<file path="src/icr_pkg.sv">
// Package for the identity cache: item types, per-way entry layout, codes and defaults.
// Depends on nothing; every other file imports it.
package icr_pkg;

   localparam int SETS_DEF = 256;
   localparam int WAYS_DEF = 16;
   localparam int CSR_AW = 2;
   localparam int SLOT_W = 12;

   localparam logic [31:0] HASH_MULT = 32'd2654435761;
   localparam logic [62:0] TTL_RESET = 63'd3000000000;
   localparam logic [62:0] GAP_RESET = 63'd20000000;

   localparam logic [1:0] FUNC_LOOKUP = 2'd0;
   localparam logic [1:0] FUNC_DELIVER = 2'd1;
   localparam logic [1:0] FUNC_FLUSH = 2'd2;

   localparam logic [CSR_AW-1:0] CSR_TTL = 2'd0;
   localparam logic [CSR_AW-1:0] CSR_GAP = 2'd1;

   typedef struct packed {
      logic [1:0] func;
      logic [31:0] pid;
      logic [63:0] flow_id;
      logic [62:0] now_time;
      logic daemon_attached;
      logic [7:0] trust_in;
      logic sig_valid_in;
      logic [63:0] hash_in0;
      logic [63:0] hash_in1;
      logic [63:0] hash_in2;
      logic [63:0] hash_in3;
   } req_type;

   typedef struct packed {
      logic hit;
      logic [7:0] trust_out;
      logic sig_valid_out;
      logic [63:0] hash_out0;
      logic [63:0] hash_out1;
      logic [63:0] hash_out2;
      logic [63:0] hash_out3;
      logic query_emit;
      logic [31:0] query_pid;
      logic [63:0] query_flow;
      logic [SLOT_W-1:0] slot_index;
   } rsp_type;

   typedef struct packed {
      logic used;
      logic fresh;
      logic [31:0] key;
      logic [62:0] rtime;
      logic [62:0] qtime;
      logic [7:0] trust;
      logic sig;
      logic [255:0] hash;
   } way_type;

endpackage

</file>
<file path="src/icr_set_hash.sv">
// Three-stage multiplicative hash of a process id reduced modulo the set count.
// Depends on icr_pkg.
module icr_set_hash import icr_pkg::*; #(
   parameter int SETS = SETS_DEF
) (
   input logic clock,
   input logic [31:0] pid,
   output logic [$clog2(SETS)-1:0] set_idx
);
   localparam int SET_W = $clog2(SETS);
   localparam logic [63:0] RECIP64 = (64'd1 << 32) / SETS;
   localparam logic [31:0] RECIP = RECIP64[31:0];
   localparam logic [SET_W+1:0] SETS_R = (SET_W+2)'(SETS);

   logic [31:0] h_ff, h2_ff, qe_ff;
   logic [63:0] prod1, prod2;
   logic [44:0] qs;
   logic [44:0] r_full;
   logic [SET_W+1:0] r0, r1, r2;
   logic [SET_W-1:0] set_ff;

   assign prod1 = {32'd0, pid} * {32'd0, HASH_MULT};
   assign prod2 = {32'd0, h_ff} * {32'd0, RECIP};
   assign qs = {13'd0, qe_ff} * 45'(SETS);
   assign r_full = {13'd0, h2_ff} - qs;
   assign r0 = r_full[SET_W+1:0];
   assign r1 = (r0 >= SETS_R) ? r0 - SETS_R : r0;
   assign r2 = (r1 >= SETS_R) ? r1 - SETS_R : r1;

   always_ff @(posedge clock) begin
      h_ff <= prod1[31:0];
      h2_ff <= h_ff;
      qe_ff <= prod2[63:32];
      set_ff <= r2[SET_W-1:0];
   end

   assign set_idx = set_ff;
endmodule

</file>
<file path="config.mk">
export PLATFORM = sky130hd
export DESIGN_NAME = icr_set_hash
export DESIGN_NICKNAME = d
export VERILOG_FILES = /design/src/icr_pkg.sv /design/src/icr_set_hash.sv
export SDC_FILE = /design/constraint.sdc
export NUM_CORES = 1
export LEC_CHECK = 0
export ABC_AREA = 1
export BUFFER_PORTS_ARGS = -buffer_cell sky130_fd_sc_hd__buf_2
export CAP_MARGIN = 0
export CORE_MARGIN = 4
export CORE_UTILIZATION = 40
export DETAILED_ROUTE_END_ITERATION = 10
export GPL_TIMING_DRIVEN = 0
export PLACE_DENSITY = 0.78
export RECOVER_POWER = 50
export SYNTH_ARGS = -nofsm -noshare
export SYNTH_HDL_FRONTEND = slang
export SYNTH_SLANG_ARGS = --single-unit
</file>
<file path="constraint.sdc">
create_clock -name clock -period 4.6 [get_ports clock]
set_input_delay 1.38 -clock clock [delete_from_list [all_inputs] [get_ports clock]]
set_output_delay 1.38 -clock clock [all_outputs]
set_load 0.01 [all_outputs]
</file>
* After elaboration in Yosys (flattened, before gate mapping)
Index checks and enable logic that the tools add are counted.
** Cells by class
- $add $sub $neg :: 3
- Multipliers :: 1
- Mux-type cells :: 2
- Order comparisons :: 2
** Operators by type and width (number)
- $mul 32x32->10 const B :: 1
- $ge 10x9->1 const B :: 2
- $mux 10 :: 1
- $sub 10x10->10 :: 1
- $sub 10x9->10 const B :: 1
- $mux 8 :: 1
- $sub 8x1->8 const B :: 1
** Storage, ports and cells
- Output and inout port bits :: 8
- Bits of input ports :: 33
- Register bits after elaboration :: 30
- Logic and storage cells :: 12

* Logic depth before layout (Yosys ltp)
- Depth in word-level cells :: 5
- Gate-level depth with buffers :: 11
- Mapped depth without buffers :: 11

* Worst setup path before layout
Ideal clock, no wire load.
- Kind :: input to register
- Start point :: input port pid[1]
- End point :: register h_ff[7]
- Path slack :: 1.440 ns
- Required time :: 4.488 ns
- Buffers on the path :: 0
- Setup time :: 0.112 ns
- Stages on the path :: 10
- Arrival time :: 3.048 ns
- Path through :: ha_1 > ha_1 > ha_1 > inv_1 > fa_1 > nand3b_1 > nand2_2 > inv_1 > nand3_1 > nand2_1
** Between the ends
- Word-level cells in the longest chain between the ends :: 1
** RTL lines
- start: declaration :: line icr_set_hash.sv:7 : input logic [31:0] pid,
- $mul 32x32->10 :: line icr_set_hash.sv:22 : assign prod1 = {32'd0, pid} * {32'd0, HASH_MULT};
- via prod1[7] :: line icr_set_hash.sv:16 : logic [63:0] prod1, prod2;
- end signal: assignment :: line icr_set_hash.sv:31 : h_ff <= prod1[31:0];
- end: declaration :: line icr_set_hash.sv:15 : logic [31:0] h_ff, h2_ff, qe_ff;
The timed path passes the listed nets, and every way through them passes these cells.

* Final worst setup path
Same ends and word-level chain as after synthesis.

==> out/summary.log <==
qor: clock_network.cts.path.max_buffers 2
qor: sta.finalClockSkew 0.009446 ns
qor: synth.syn-num-nets 104
qor: setup_path.kind_of_start_point_of_the_critical_path input pin
qor: layout.layout.nets 125
qor: layout.stdcell_area 894.6 um^2
qor: min_path.hold_path_end h2_ff[3]
qor: layout.post-route-util 51.81%
qor: routing.viasPerCell 3.926
qor: routing.drt_first_pass_iters 2
qor: die.num_io_pins 41
qor: clock_network.post_cts.repair.setup_buffers 0
qor: routing.num_vias 424
qor: setup_path.critPathCaptureType flip-flop
qor: setup_path.critical_path_arrival 3.28 ns
qor: synth.synth_seq_cells 24
qor: global_route.global_route_wire_length_before_repair 1559 um
qor: synth.syn_inst 63
qor: routing.routed_wire_length_per_instance 8.630 um
qor: synth.post-synth-top-area-fraction 65.75%
qor: clock_network.clock_tree.root_cell sky130_fd_sc_hd__clkbuf_4
qor: layout.most_common_cell_after_layout_fill_and_taps_aside sky130_fd_sc_hd__dfxtp_1
qor: placement.place.detailed.hpwl 726.1 um
qor: setup_path.timing_worst_setup_path_type in2reg
qor: sta.worst_pin_slew 0.1687 ns
qor: global_route.grt_remaining_overflow 0
qor: min_path.min-delay-path-class reg2reg
qor: sta.slew_headroom 88.72%
qor: clock_network.cts.repair.resized 0
qor: layout.inserted_diodes 0
qor: layout.total_area_of_multi_input_combinational_cells 209.0 um^2
qor: sta.fin_tns_setup 0 ns
qor: run_status.status finished, final reports clean
qor: power.max-vdd-ir-drop 0.0002105 V
qor: global_route.grt_pass1_vias 412
qor: layout.area.sequential 480.5 um^2
qor: sta.final-max-slew-violation-count 0
qor: sta.clock.fmax 324.8 MHz
qor: flow_run.max_cap_viol_count 0
qor: synth.post_synthesis_instance_area 730.7 um^2
qor: sta.min_period_over_period 66.92%
qor: die.rows 15
qor: clock_network.cts_sinks 24
qor: clock_network.cts.reportedPaths.clkPinSlew 0.11 ns
qor: sta.finalWorstPathRequiredPeriod 3.078 ns
qor: synth.synth_sequential_area_ratio 65.75%
qor: sta.hold_violations 0
qor: die.core-area 1727 um^2
qor: synth.ys_warn_count 0
qor: die.floorplan.die.height 50.74 um
qor: layout.final.fill_count 162
qor: placement.place.gp.congestion 0.7636
qor: routing.drc_errors 0
qor: synth.post_synth_main_area_contributors sky130_fd_sc_hd__dfxtp_1, sky130_fd_sc_hd__ha_1, sky130_fd_sc_hd__nand2_1
qor: power.p_leak 0.4643 nW
qor: setup_path.timing.reg2reg.setup_slack 4.18 ns
qor: clock_network.cts_hold_buffers 0
qor: synth.post-synth-top-area-cell sky130_fd_sc_hd__dfxtp_1
qor: power.total_power 0.4363 mW
qor: placement.placed_cell_area 842.1 um^2
qor: clock_network.numCtsBuffers 3
qor: sta.rsz0062_at_grt no
qor: layout.drive_gt1_share 28.92%
qor: layout.syn2layout_area_growth 22.43%
qor: clock_network.ctsHtreeMaxLevel 1
qor: setup_path.regToRegEndpoint set_idx[0]
qor: clock_network.insertion_delay_to_the_later_sink_of_the_worst_skew_pair 0.30 ns
qor: setup_path.r2r.worst_path.cells 0
qor: synth.synth.lib_cells_used.distinct 11
qor: global_route.grt_antenna_before_repair 0
qor: setup_path.critPathRequiredTime 4.80 ns
qor: die.initial_core_utilization 42.32%
qor: routing.route.final.wire_length 932 um
qor: global_route.grt_start_max_net_pins 15
qor: sta.setup_viol 0
qor: synth.avgSynthCellArea 11.60 um^2
qor: power.power.density 487.7 nW/um^2
qor: layout.mostFrequentLayoutCells sky130_fd_sc_hd__dfxtp_1, sky130_fd_sc_hd__buf_2, sky130_fd_sc_hd__nand2_1, sky130_fd_sc_hd__inv_1, sky130_fd_sc_hd__ha_1
qor: routing.detail-route-antenna-nets 0
qor: setup_path.rr_startpoint h2_ff[0]
qor: die.design.die.area 2575 um^2
qor: min_path.whs_path_depth 0
qor: die.dieWidth 50.74 um
qor: setup_path.critical_path.max_fanout 3
qor: placement.io_buffer_count 16
qor: min_path.worst_hold_startpoint h_ff[3]
qor: global_route.gr-usage-all-layers 8.650%
qor: clock_network.tritoncts done
qor: routing.drt_iter0_drc 2
==> Yosys cell counts <==
cell type,count
sky130_fd_sc_hd__dfxtp_1,24
sky130_fd_sc_hd__fa_1,1
sky130_fd_sc_hd__ha_1,7
sky130_fd_sc_hd__inv_1,10
sky130_fd_sc_hd__inv_2,1
sky130_fd_sc_hd__nand2_1,13
sky130_fd_sc_hd__nand2_2,1
sky130_fd_sc_hd__nand3_1,2
sky130_fd_sc_hd__nand3_2,2
sky130_fd_sc_hd__nand3b_1,1
sky130_fd_sc_hd__xor2_1,1
==> flip-flops by register name, summed over array words and instances, names as in the netlist <==
signal,flops
h_ff,8
set_idx,8
h2_ff,8
==> how the worst max path moves through the flow <==
stage               startpoint  endpoint  slack, ns  cells after the start
floorplan               pid[1]   h_ff[7]       1.44                     10
global placement        pid[1]   h_ff[7]       1.26                     11
detailed placement      pid[1]   h_ff[7]       1.22                     11
CTS                     pid[1]   h_ff[7]       1.53                     11
global route            pid[1]   h_ff[7]       1.46                     11
finish                  pid[1]   h_ff[7]       1.52                     11
==> power breakdown <==
part / total, mW / switching (mW) / internal [mW]
Clock: 0.144 / 0.0555 / 0.0881
Sequential: 0.244 / 0.00604 / 0.238
Combinational: 0.0485 / 0.0273 / 0.0211
==> metal layers <==
metal | share of wire, % | wire length, um | global-route usage (%)
met3 | 7.6 | 71 | 1.780
met5 | 0 | 0 | 0
met4 | 3.4 | 32 | 8.072
met2 | 47 | 440 | 15.00
met1 | 42 | 387 | 8.440
==> cells by family (layout without fill, tap and decap cells) <==
kind of cell	after synthesis	after routing	share of synthesized area (%)
xor+xnor	1	1	1.199
fa+ha+maj	8	8	14.73
simple gates	19	19	12.67
buf+inv	11	31	5.651
flops	24	24	65.75
==> critical path, stage by stage <==
cell and delay, ns:
sky130_fd_sc_hd__buf_2 0.12, sky130_fd_sc_hd__ha_1 0.29, sky130_fd_sc_hd__ha_1 0.30, sky130_fd_sc_hd__ha_1 0.28
sky130_fd_sc_hd__inv_1 0.05, sky130_fd_sc_hd__fa_1 0.43, sky130_fd_sc_hd__nand3b_1 0.18, sky130_fd_sc_hd__nand2_2 0.08
sky130_fd_sc_hd__inv_1 0.04, sky130_fd_sc_hd__nand3_1 0.06, sky130_fd_sc_hd__nand2_1 0.06
==> cell type report <==
cell class                      count  share of cell area, %
Clock buffer                        3                  2.517
Inverter                           11                  4.615
Tap cell                           25                  3.497
Sequential cell                    24                  53.71
Clock inverter                      1                  3.357
Multi-Input combinational cell     28                  23.36
Timing Repair Buffer               16                  8.951
==> per-stage QoR <==
stage               instances  worst slack (ns)  hold WS (ns)
floorplan                  63             1.440        0.3096
global placement          104             1.256        0.3097
detailed placement        104             1.216        0.3121
CTS                       108             1.526        0.3408
global route              108             1.456        0.3476
finish                    108             1.522        0.3383
(Power assumes the default switching activity.)
